$ cat config.mk
export PLATFORM = sky130hd
export DESIGN_NAME = keyed_record_table_core
export DESIGN_NICKNAME = d
export VERILOG_FILES = /design/src/design/krt_pkg.sv /design/src/design/krt_mem.sv /design/src/design/krt_ctrl.sv /design/src/design/keyed_record_table_core.sv
export SDC_FILE = /design/constraint.sdc
export NUM_CORES = 2
export LEC_CHECK = 0
export CORE_UTILIZATION = 55
export DETAILED_ROUTE_END_ITERATION = 8
export DONT_BUFFER_PORTS = 1
export PLACE_DENSITY = 0.7
export REMOVE_ABC_BUFFERS = 1
export SETUP_SLACK_MARGIN = 0.5
export SYNTH_ARGS = -nofsm -noshare
export SYNTH_HDL_FRONTEND = slang
export SYNTH_SLANG_ARGS = --single-unit
$ cat constraint.sdc
create_clock -name clk -period 22.3 [get_ports clk]
set_input_delay 1.115 -clock clk [delete_from_list [all_inputs] [get_ports clk]]
set_output_delay 1.115 -clock clk [all_outputs]
set_load 0.01 [all_outputs]
$ cat src/design/krt_pkg.sv
// shared types, sizes and codes for the keyed record table
// no dependencies; imported by every module of the block
package krt_pkg;

  localparam int CAPACITY = 16;
  localparam int IDX_W    = (CAPACITY > 1) ? $clog2(CAPACITY) : 1;
  localparam int CNT_W    = $clog2(CAPACITY + 1);
  localparam int CMP_W    = (CNT_W > 5) ? CNT_W : 5;

  typedef enum logic [1:0] {
    MODE_ADD  = 2'd0,
    MODE_DEL  = 2'd1,
    MODE_READ = 2'd2,
    MODE_LIST = 2'd3
  } mode_t;

  typedef enum logic [2:0] {
    ST_OK        = 3'd0,
    ST_FULL      = 3'd1,
    ST_DUP       = 3'd2,
    ST_EMPTY     = 3'd3,
    ST_AT_MIN    = 3'd4,
    ST_NOT_FOUND = 3'd5
  } status_t;

  typedef struct packed {
    mode_t       mode;
    logic [31:0] key_id;
    logic [7:0]  in_year;
    logic [15:0] in_course_a;
    logic [7:0]  in_grade_a;
    logic [15:0] in_course_b;
    logic [7:0]  in_grade_b;
    logic [15:0] in_course_c;
    logic [7:0]  in_grade_c;
  } in_t;

  typedef struct packed {
    status_t     status;
    logic [4:0]  used_count;
    logic        is_full;
    logic [31:0] out_id;
    logic [7:0]  out_year;
    logic [15:0] out_course_a;
    logic [7:0]  out_grade_a;
    logic [15:0] out_course_b;
    logic [7:0]  out_grade_b;
    logic [15:0] out_course_c;
    logic [7:0]  out_grade_c;
    logic        last_item;
  } out_t;

  // one stored row
  typedef struct packed {
    logic [31:0] key;
    logic [7:0]  year;
    logic [7:0]  grade_a;
    logic [7:0]  grade_b;
    logic [7:0]  grade_c;
    logic [15:0] course_a;
    logic [15:0] course_b;
    logic [15:0] course_c;
  } rec_t;

  typedef struct packed {
    logic             we;
    logic [IDX_W-1:0] waddr;
    rec_t             wdata;
    logic [IDX_W-1:0] raddr;
  } mem_req_t;

endpackage

$ cat src/design/krt_mem.sv
// record memory: one write port, one read port with registered data
// depends on krt_pkg for the row and request types
module krt_mem import krt_pkg::*; (
  input  logic     clk,
  input  mem_req_t req,
  output rec_t     rdata
);

  rec_t mem [CAPACITY];
  rec_t rdata_r;

  always_ff @(posedge clk) begin
    if (req.we) begin
      mem[req.waddr] <= req.wdata;
    end
    rdata_r <= mem[req.raddr];
  end

  assign rdata = rdata_r;

endmodule

$ cat src/design/krt_ctrl.sv
// sequencer: key scan, row shifting, list walk and result register
// depends on krt_pkg; drives the record memory in krt_mem
module krt_ctrl import krt_pkg::*; (
  input  logic       clk,
  input  logic       rst_n,
  input  logic       start,
  input  in_t        in_data,
  input  logic [4:0] min_keep,
  output logic       busy,
  output logic       out_valid,
  output out_t       out_data,
  output mem_req_t   mem_req,
  input  rec_t       mem_rdata
);

  typedef enum logic [2:0] {
    S_IDLE,
    S_CHECK,
    S_SCAN,
    S_SHIFT,
    S_LIST
  } state_t;

  state_t           state_r, state_nxt;
  in_t              item_r, item_nxt;
  logic [CNT_W-1:0] count_r, count_nxt;
  logic [CNT_W-1:0] ridx_r, ridx_nxt;
  logic [CNT_W-1:0] cidx_r, cidx_nxt;
  logic [CNT_W-1:0] nleft_r, nleft_nxt;
  logic             cmp_vld_r, cmp_vld_nxt;
  logic             out_valid_r, out_valid_nxt;
  out_t             out_r, out_nxt;
  logic             hit;
  logic             is_add;
  out_t             res;

  function automatic logic [4:0] sat_cnt(input logic [CNT_W-1:0] c);
    if (CMP_W'(c) > CMP_W'(31)) begin
      sat_cnt = 5'd31;
    end else begin
      sat_cnt = 5'(c);
    end
  endfunction

  function automatic out_t make_result(input status_t st, input logic [CNT_W-1:0] c,
                                       input logic last);
    out_t r;
    r            = '0;
    r.status     = st;
    r.used_count = sat_cnt(c);
    r.is_full    = (c >= CNT_W'(CAPACITY));
    r.last_item  = last;
    return r;
  endfunction

  always_comb begin
    state_nxt     = state_r;
    item_nxt      = item_r;
    count_nxt     = count_r;
    ridx_nxt      = ridx_r;
    cidx_nxt      = cidx_r;
    nleft_nxt     = nleft_r;
    cmp_vld_nxt   = 1'b0;
    out_valid_nxt = 1'b0;
    out_nxt       = out_r;
    res           = '0;
    mem_req       = '0;
    mem_req.raddr = ridx_r[IDX_W-1:0];
    hit           = cmp_vld_r && (mem_rdata.key == item_r.key_id);
    is_add        = (item_r.mode == MODE_ADD);

    case (state_r)
      S_IDLE: begin
        if (start) begin
          item_nxt  = in_data;
          state_nxt = S_CHECK;
        end
      end

      // early refusals, then start the walk
      S_CHECK: begin
        ridx_nxt = '0;
        case (item_r.mode)
          MODE_ADD: begin
            if (count_r >= CNT_W'(CAPACITY)) begin
              out_valid_nxt = 1'b1;
              out_nxt       = make_result(ST_FULL, count_r, 1'b1);
              state_nxt     = S_IDLE;
            end else begin
              state_nxt = S_SCAN;
            end
          end
          MODE_DEL: begin
            if (count_r == '0) begin
              out_valid_nxt = 1'b1;
              out_nxt       = make_result(ST_EMPTY, count_r, 1'b1);
              state_nxt     = S_IDLE;
            end else if (CMP_W'(count_r) <= CMP_W'(min_keep)) begin
              out_valid_nxt = 1'b1;
              out_nxt       = make_result(ST_AT_MIN, count_r, 1'b1);
              state_nxt     = S_IDLE;
            end else begin
              state_nxt = S_SCAN;
            end
          end
          MODE_READ: begin
            state_nxt = S_SCAN;
          end
          MODE_LIST: begin
            if (count_r == '0) begin
              out_valid_nxt = 1'b1;
              out_nxt       = make_result(ST_EMPTY, count_r, 1'b1);
              state_nxt     = S_IDLE;
            end else begin
              state_nxt = S_LIST;
            end
          end
          default: state_nxt = S_IDLE;
        endcase
      end

      // one key compare per cycle against the registered read data
      S_SCAN: begin
        if (hit) begin
          case (item_r.mode)
            MODE_ADD: begin
              out_valid_nxt = 1'b1;
              out_nxt       = make_result(ST_DUP, count_r, 1'b1);
              state_nxt     = S_IDLE;
            end
            MODE_DEL: begin
              ridx_nxt  = CNT_W'(cidx_r + 1'b1);
              nleft_nxt = CNT_W'(count_r - cidx_r - 1'b1);
              state_nxt = S_SHIFT;
            end
            MODE_READ: begin
              res              = make_result(ST_OK, count_r, 1'b1);
              res.out_id       = mem_rdata.key;
              res.out_year     = mem_rdata.year;
              res.out_course_a = mem_rdata.course_a;
              res.out_grade_a  = mem_rdata.grade_a;
              res.out_course_b = mem_rdata.course_b;
              res.out_grade_b  = mem_rdata.grade_b;
              res.out_course_c = mem_rdata.course_c;
              res.out_grade_c  = mem_rdata.grade_c;
              out_valid_nxt    = 1'b1;
              out_nxt          = res;
              state_nxt        = S_IDLE;
            end
            default: state_nxt = S_IDLE;
          endcase
        end else if (ridx_r < count_r) begin
          cidx_nxt    = ridx_r;
          cmp_vld_nxt = 1'b1;
          ridx_nxt    = CNT_W'(ridx_r + 1'b1);
        end else if (!cmp_vld_r) begin
          // every held key compared, no match
          if (is_add) begin
            ridx_nxt  = CNT_W'(count_r - 1'b1);
            nleft_nxt = count_r;
            state_nxt = S_SHIFT;
          end else begin
            out_valid_nxt = 1'b1;
            out_nxt       = make_result(ST_NOT_FOUND, count_r, 1'b1);
            state_nxt     = S_IDLE;
          end
        end
      end

      // move rows one place: toward the back for add, toward the front for delete
      S_SHIFT: begin
        if (cmp_vld_r) begin
          mem_req.we    = 1'b1;
          mem_req.wdata = mem_rdata;
          if (is_add) begin
            mem_req.waddr = IDX_W'(cidx_r + 1'b1);
          end else begin
            mem_req.waddr = IDX_W'(cidx_r - 1'b1);
          end
        end
        if (nleft_r != '0) begin
          cidx_nxt    = ridx_r;
          cmp_vld_nxt = 1'b1;
          nleft_nxt   = CNT_W'(nleft_r - 1'b1);
          if (is_add) begin
            ridx_nxt = CNT_W'(ridx_r - 1'b1);
          end else begin
            ridx_nxt = CNT_W'(ridx_r + 1'b1);
          end
        end else if (!cmp_vld_r) begin
          if (is_add) begin
            mem_req.we             = 1'b1;
            mem_req.waddr          = '0;
            mem_req.wdata.key      = item_r.key_id;
            mem_req.wdata.year     = item_r.in_year;
            mem_req.wdata.grade_a  = item_r.in_grade_a;
            mem_req.wdata.grade_b  = item_r.in_grade_b;
            mem_req.wdata.grade_c  = item_r.in_grade_c;
            mem_req.wdata.course_a = item_r.in_course_a;
            mem_req.wdata.course_b = item_r.in_course_b;
            mem_req.wdata.course_c = item_r.in_course_c;
            count_nxt              = CNT_W'(count_r + 1'b1);
          end else begin
            count_nxt = CNT_W'(count_r - 1'b1);
          end
          out_valid_nxt = 1'b1;
          out_nxt       = make_result(ST_OK, count_nxt, 1'b1);
          state_nxt     = S_IDLE;
        end
      end

      // one id per cycle, in table order
      S_LIST: begin
        if (cmp_vld_r) begin
          res           = make_result(ST_OK, count_r,
                                      cidx_r == CNT_W'(count_r - 1'b1));
          res.out_id    = mem_rdata.key;
          out_valid_nxt = 1'b1;
          out_nxt       = res;
          if (res.last_item) begin
            state_nxt = S_IDLE;
          end
        end
        if (ridx_r < count_r) begin
          cidx_nxt    = ridx_r;
          cmp_vld_nxt = 1'b1;
          ridx_nxt    = CNT_W'(ridx_r + 1'b1);
        end
      end

      default: state_nxt = S_IDLE;
    endcase
  end

  always_ff @(posedge clk) begin
    if (!rst_n) begin
      state_r     <= S_IDLE;
      count_r     <= '0;
      cmp_vld_r   <= 1'b0;
      out_valid_r <= 1'b0;
    end else begin
      state_r     <= state_nxt;
      count_r     <= count_nxt;
      cmp_vld_r   <= cmp_vld_nxt;
      out_valid_r <= out_valid_nxt;
      item_r      <= item_nxt;
      ridx_r      <= ridx_nxt;
      cidx_r      <= cidx_nxt;
      nleft_r     <= nleft_nxt;
      out_r       <= out_nxt;
    end
  end

  assign busy      = (state_r != S_IDLE);
  assign out_valid = out_valid_r;
  assign out_data  = out_r;

endmodule

$ cat src/design/keyed_record_table_core.sv
// top level of the keyed record table: config register, sequencer, record memory
// depends on krt_pkg, krt_mem and krt_ctrl
//
//  channel  ports                          direction  handshake
//  in       start, busy, in_data           in         beat taken when start && !busy
//  out      out_valid, out_data            out        one-cycle strobe, no back-pressure
//  cfg      cfg_valid, cfg_ready, cfg_data in         beat taken when cfg_valid && cfg_ready
//
// command beat to final result strobe with N >= 1 rows held: add scans the keys, then every
// row moves back; delete scans, then rows after the hit move forward; read scans; list walks
// all rows; refusals precede the scan; the single memory read port gives one row per cycle
// the result strobe comes in the cycle after the last sequencer step; busy is low again then
// reset (synchronous, active low) empties the table and clears min_keep; no clearing pass
// results cannot be stalled; cfg_ready is always high
module keyed_record_table_core import krt_pkg::*; (
  input  logic       clk,
  input  logic       rst_n,
  input  logic       start,
  output logic       busy,
  input  in_t        in_data,
  output logic       out_valid,
  output out_t       out_data,
  input  logic       cfg_valid,
  output logic       cfg_ready,
  input  logic [4:0] cfg_data
);

  logic [4:0] min_keep_r;
  mem_req_t   mem_req;
  rec_t       mem_rdata;

  // deletes are refused while the count is at or below this
  always_ff @(posedge clk) begin
    if (!rst_n) begin
      min_keep_r <= '0;
    end else if (cfg_valid && cfg_ready) begin
      min_keep_r <= cfg_data;
    end
  end

  assign cfg_ready = 1'b1;

  // sequencer and result register
  krt_ctrl u_ctrl (
    .clk       (clk),
    .rst_n     (rst_n),
    .start     (start),
    .in_data   (in_data),
    .min_keep  (min_keep_r),
    .busy      (busy),
    .out_valid (out_valid),
    .out_data  (out_data),
    .mem_req   (mem_req),
    .mem_rdata (mem_rdata)
  );

  // rows kept newest first at index 0
  krt_mem u_mem (
    .clk   (clk),
    .req   (mem_req),
    .rdata (mem_rdata)
  );

  // a new command never produces a result in the cycle right after it is taken
  a_accept_quiet: assert property (@(posedge clk) disable iff (!rst_n)
    start && !busy |=> busy && !out_valid)
    else $error("result strobe right after command beat");

  // the final result of a command comes with the block ready again
  a_last_frees: assert property (@(posedge clk) disable iff (!rst_n)
    out_valid && out_data.last_item |-> !busy)
    else $error("busy still high on final result");

  // a list result that is not the last keeps the block busy
  a_list_runs: assert property (@(posedge clk) disable iff (!rst_n)
    out_valid && !out_data.last_item |-> busy)
    else $error("list stopped before its last beat");

  // reported count never exceeds the table size
  a_count_bound: assert property (@(posedge clk) disable iff (!rst_n)
    out_valid |-> CMP_W'(out_data.used_count) <= CMP_W'(CAPACITY))
    else $error("used_count beyond capacity");

endmodule

==> impl_metrics.env <==
export IMPL_detail_route_antenna_nets=0
export IMPL_cp_slowest_cell="buf_4"
export IMPL_p_per_area_nw_per_um2=88.3
export IMPL_yosysWarnings=0
export IMPL_grt_usage_pct=25.6
export IMPL_via_per_inst=6.37
export IMPL_fmax_mhz=204
export IMPL_path_class="flip-flop to flip-flop"
export IMPL_drtIter0Drc=4050
export IMPL_layout_drive_gt1_share_pct=16.2
export IMPL_antenna_found_initial=10
export IMPL_path_clk_slew_ns=0.06
export IMPL_num_fill_cells=10200
export IMPL_start_kind="flip-flop"
export IMPL_cts_sinks=2170
export IMPL_synth_edff_count=2043
export IMPL_fin_nets=4536
export IMPL_syn_inst=4345
export IMPL_sw_frac_of_total_pct=20.2
export IMPL_rsz0062_at_grt="false"
export IMPL_leakage_uw=0.0260
export IMPL_die_h_um=390
export IMPL_cts_tree="built"
export IMPL_gr_total_overflow=0
export IMPL_ys_flop_type="edfxtp_1"
export IMPL_routed_wl_um=195000
export IMPL_drv_cap=0
export IMPL_route_detailed_drc=0
export IMPL_path_max_fanout=115
export IMPL_p_switching_uw=1640
export IMPL_hp_class="input pin to flip-flop"
export IMPL_cts_root_buf="clkbuf_16"
export IMPL_synth_async_reset_ratio_pct=0
export IMPL_crit_arrival_ns=5.38
export IMPL_syn_area_per_cell_um2=19.0
export IMPL_p_seq_share_pct=54.8
export IMPL_grt_pass1_wl_um=282000
export IMPL_dr_pass1_iters=5
export IMPL_die_w_um=390
export IMPL_p_int_uw=6480
export IMPL_hold_viol_final=0
export IMPL_initial_core_util_pct=55.7
export IMPL_endpoint_kind="flip-flop"
export IMPL_worstMarginPinSlew_ns=1.30
export IMPL_clk_insertion_delay_late_ns=0.88
export IMPL_synthTopCellsByArea="edfxtp_1 (74%), mux4_2 (6.1%), mux2i_1 (4.6%)"
export IMPL_period_needed_ns=4.90
export IMPL_post_cts_resized=0
export IMPL_required_ns=22.77
export IMPL_status="finished clean"
export IMPL_yosysSeqAreaShare_pct=77.3
export IMPL_htreeDepth=4
export IMPL_grt_max_degree=145
export IMPL_core_area_um2=148000
export IMPL_vias=41900
export IMPL_fin_ws_ns=17.40
export IMPL_cts_buffer_depth=3
export IMPL_io_pins=248
export IMPL_syn_area_um2=82600
export IMPL_slew_violations=0
export IMPL_wl_met3_um=14700
export IMPL_gp_congestion=0.844
export IMPL_combPwrFrac_pct=1.5
export IMPL_ys_ff_latch=2170
export IMPL_fin_worst_skew_ns=0.0320
export IMPL_routedWlPerCell_um=29.6
export IMPL_grt_pass1_vias=41600
export IMPL_synth_top_cell_by_area="edfxtp_1"
export IMPL_ir_worst_vdd_uv=77.5
export IMPL_rows=141
export IMPL_path_cells="nor2b_1 -> nand2_1 -> nor2_4 -> buf_12 -> nand3_1 -> nor2_4 -> buf_4"
export IMPL_post_place_ws_ns=17.39
export IMPL_timing_final_crit_share_pct=22.0
export IMPL_syn2layout_area_growth_pct=11.4
export IMPL_highest_layer="met5"
export IMPL_wl_met1_um=82900
export IMPL_power_share_clock_pct=43.7
export IMPL_hpwl_um=93300
export IMPL_ctsHoldBuffers=0
export IMPL_finalSetupTns_ns=0
export IMPL_postCtsSetupBuffers=0
export IMPL_die_area_um2=152000
export IMPL_io_buffers=0
export IMPL_synth_top_area_share_pct=74.3
export IMPL_synthDistinctLibCells=61
export IMPL_cts_buffers=210
export IMPL_max_slew_margin_pct=13.0
export IMPL_setup_viol=0
export IMPL_max_stage_delay_ns=0.94
export IMPL_crit_top_cell="nor2_4"
export IMPL_wl_met2_um=93300
==> layer usage <==
layer	global-route usage, %	vias up
met5	0	-
met4	6.56	8
met3	4.62	281
met2	40.3	1791
met1	37.3	22200
li1	-	17700
==> state kept, by name, indices dropped and copies added (netlist names), 112 cells and up <==
signal / flops
u_ctrl.out_data: 122
u_mem.rdata: 112
u_mem.mem: 1792
u_ctrl.item_r: 114
==> Yosys cell counts (all sizes together) (113+ instances only) <==
cell type  number
a21oi         123
a221oi        113
mux2i         379
dfxtp         127
mux4          224
edfxtp       2043
o21ai         221
a22oi         113
clkbuf        153
and2          120
a22o          114
nor2          148
==> stage by stage <==
stage / cell area (um2) / hold WS (ns) / util [%] / cells / power (uW)
2_1_floorplan: 81600 / 0.483 / - / 4102 / 4670
4_1_cts: 92000 / 0.268 / 62.0 / 6576 / 8170
5_1_grt: 92000 / 0.293 / 62.0 / 6578 / 8330
3_5_place_dp: 85000 / 0.515 / 57.3 / 6180 / 4660
3_3_place_gp: 85000 / 0.508 / 57.3 / 6180 / 4660
6_report: 92000 / 0.329 / 62.0 / 6579 / 8120
==> placed cells by master (no fill, tap or decap), types with 92 or more instances in the layout <==
cell type,instances
a22o_1,114
mux2i_1,379
a22oi_1,113
a21oi_1,123
mux4_2,224
a221oi_1,113
o21ai_0,221
clkbuf_16,210
dfxtp_1,127
nor2_1,128
mux2_2,92
edfxtp_1,2043
and2_1,120
==> critical path: cells and delay by family, from the launching register on <==
kind	cells	cell delay (ns)
buffers and inverters	2	1.63
flip-flops	1	0.42
AND/OR/NAND/NOR	5	2.33
==> power groups by stage <==
stage	logic (uW)	clock network (uW)	registers [uW]
3_5_place_dp	124	0	4530
2_1_floorplan	119	0	4550
5_1_grt	133	3750	4450
6_report	124	3550	4450
4_1_cts	124	3600	4450
3_3_place_gp	122	0	4540
==> logic make-up after synthesis <==
family	after synthesis	share of synthesized area [%]
AO/OA/AOI/OAI	720	5.89
adder cells (fa/ha/maj)	23	0.357
multiplexers	695	12.0
buffers and inverters	266	1.32
XOR/XNOR	65	0.706
AND/OR/NAND/NOR	405	2.44
flip-flops	2170	77.3
other	1	0.00454
==> worst paths after layout <==
| check | depth (start not counted) | start | to | slack, ns |
|---|---|---|---|---|
| max | 7 | u_ctrl.state_r[2] | u_mem.mem[6][42] | 17.40 |
| min | 0 | in_data[5] | u_ctrl.item_r[5] | 0.33 |
| min reg2reg | 2 | min_keep_r[3] | min_keep_r[3] | 0.53 |
| max reg2reg | 7 | u_ctrl.state_r[2] | u_mem.mem[6][42] | 17.40 |
==> cell type report <==
type	count	area, um2	area share, %
Sequential cell	2170	63900	69.5
Multi-Input combinational cell	1909	17800	19.4
Clock buffer	287	5780	6.29
Tap cell	2002	2500	2.72
Clock inverter	109	1200	1.31
Timing Repair Buffer	76	696	0.756
Inverter	23	86.3	0.0938
Antenna cell	3	7.51	0.00816
(Power assumes the default switching activity.)
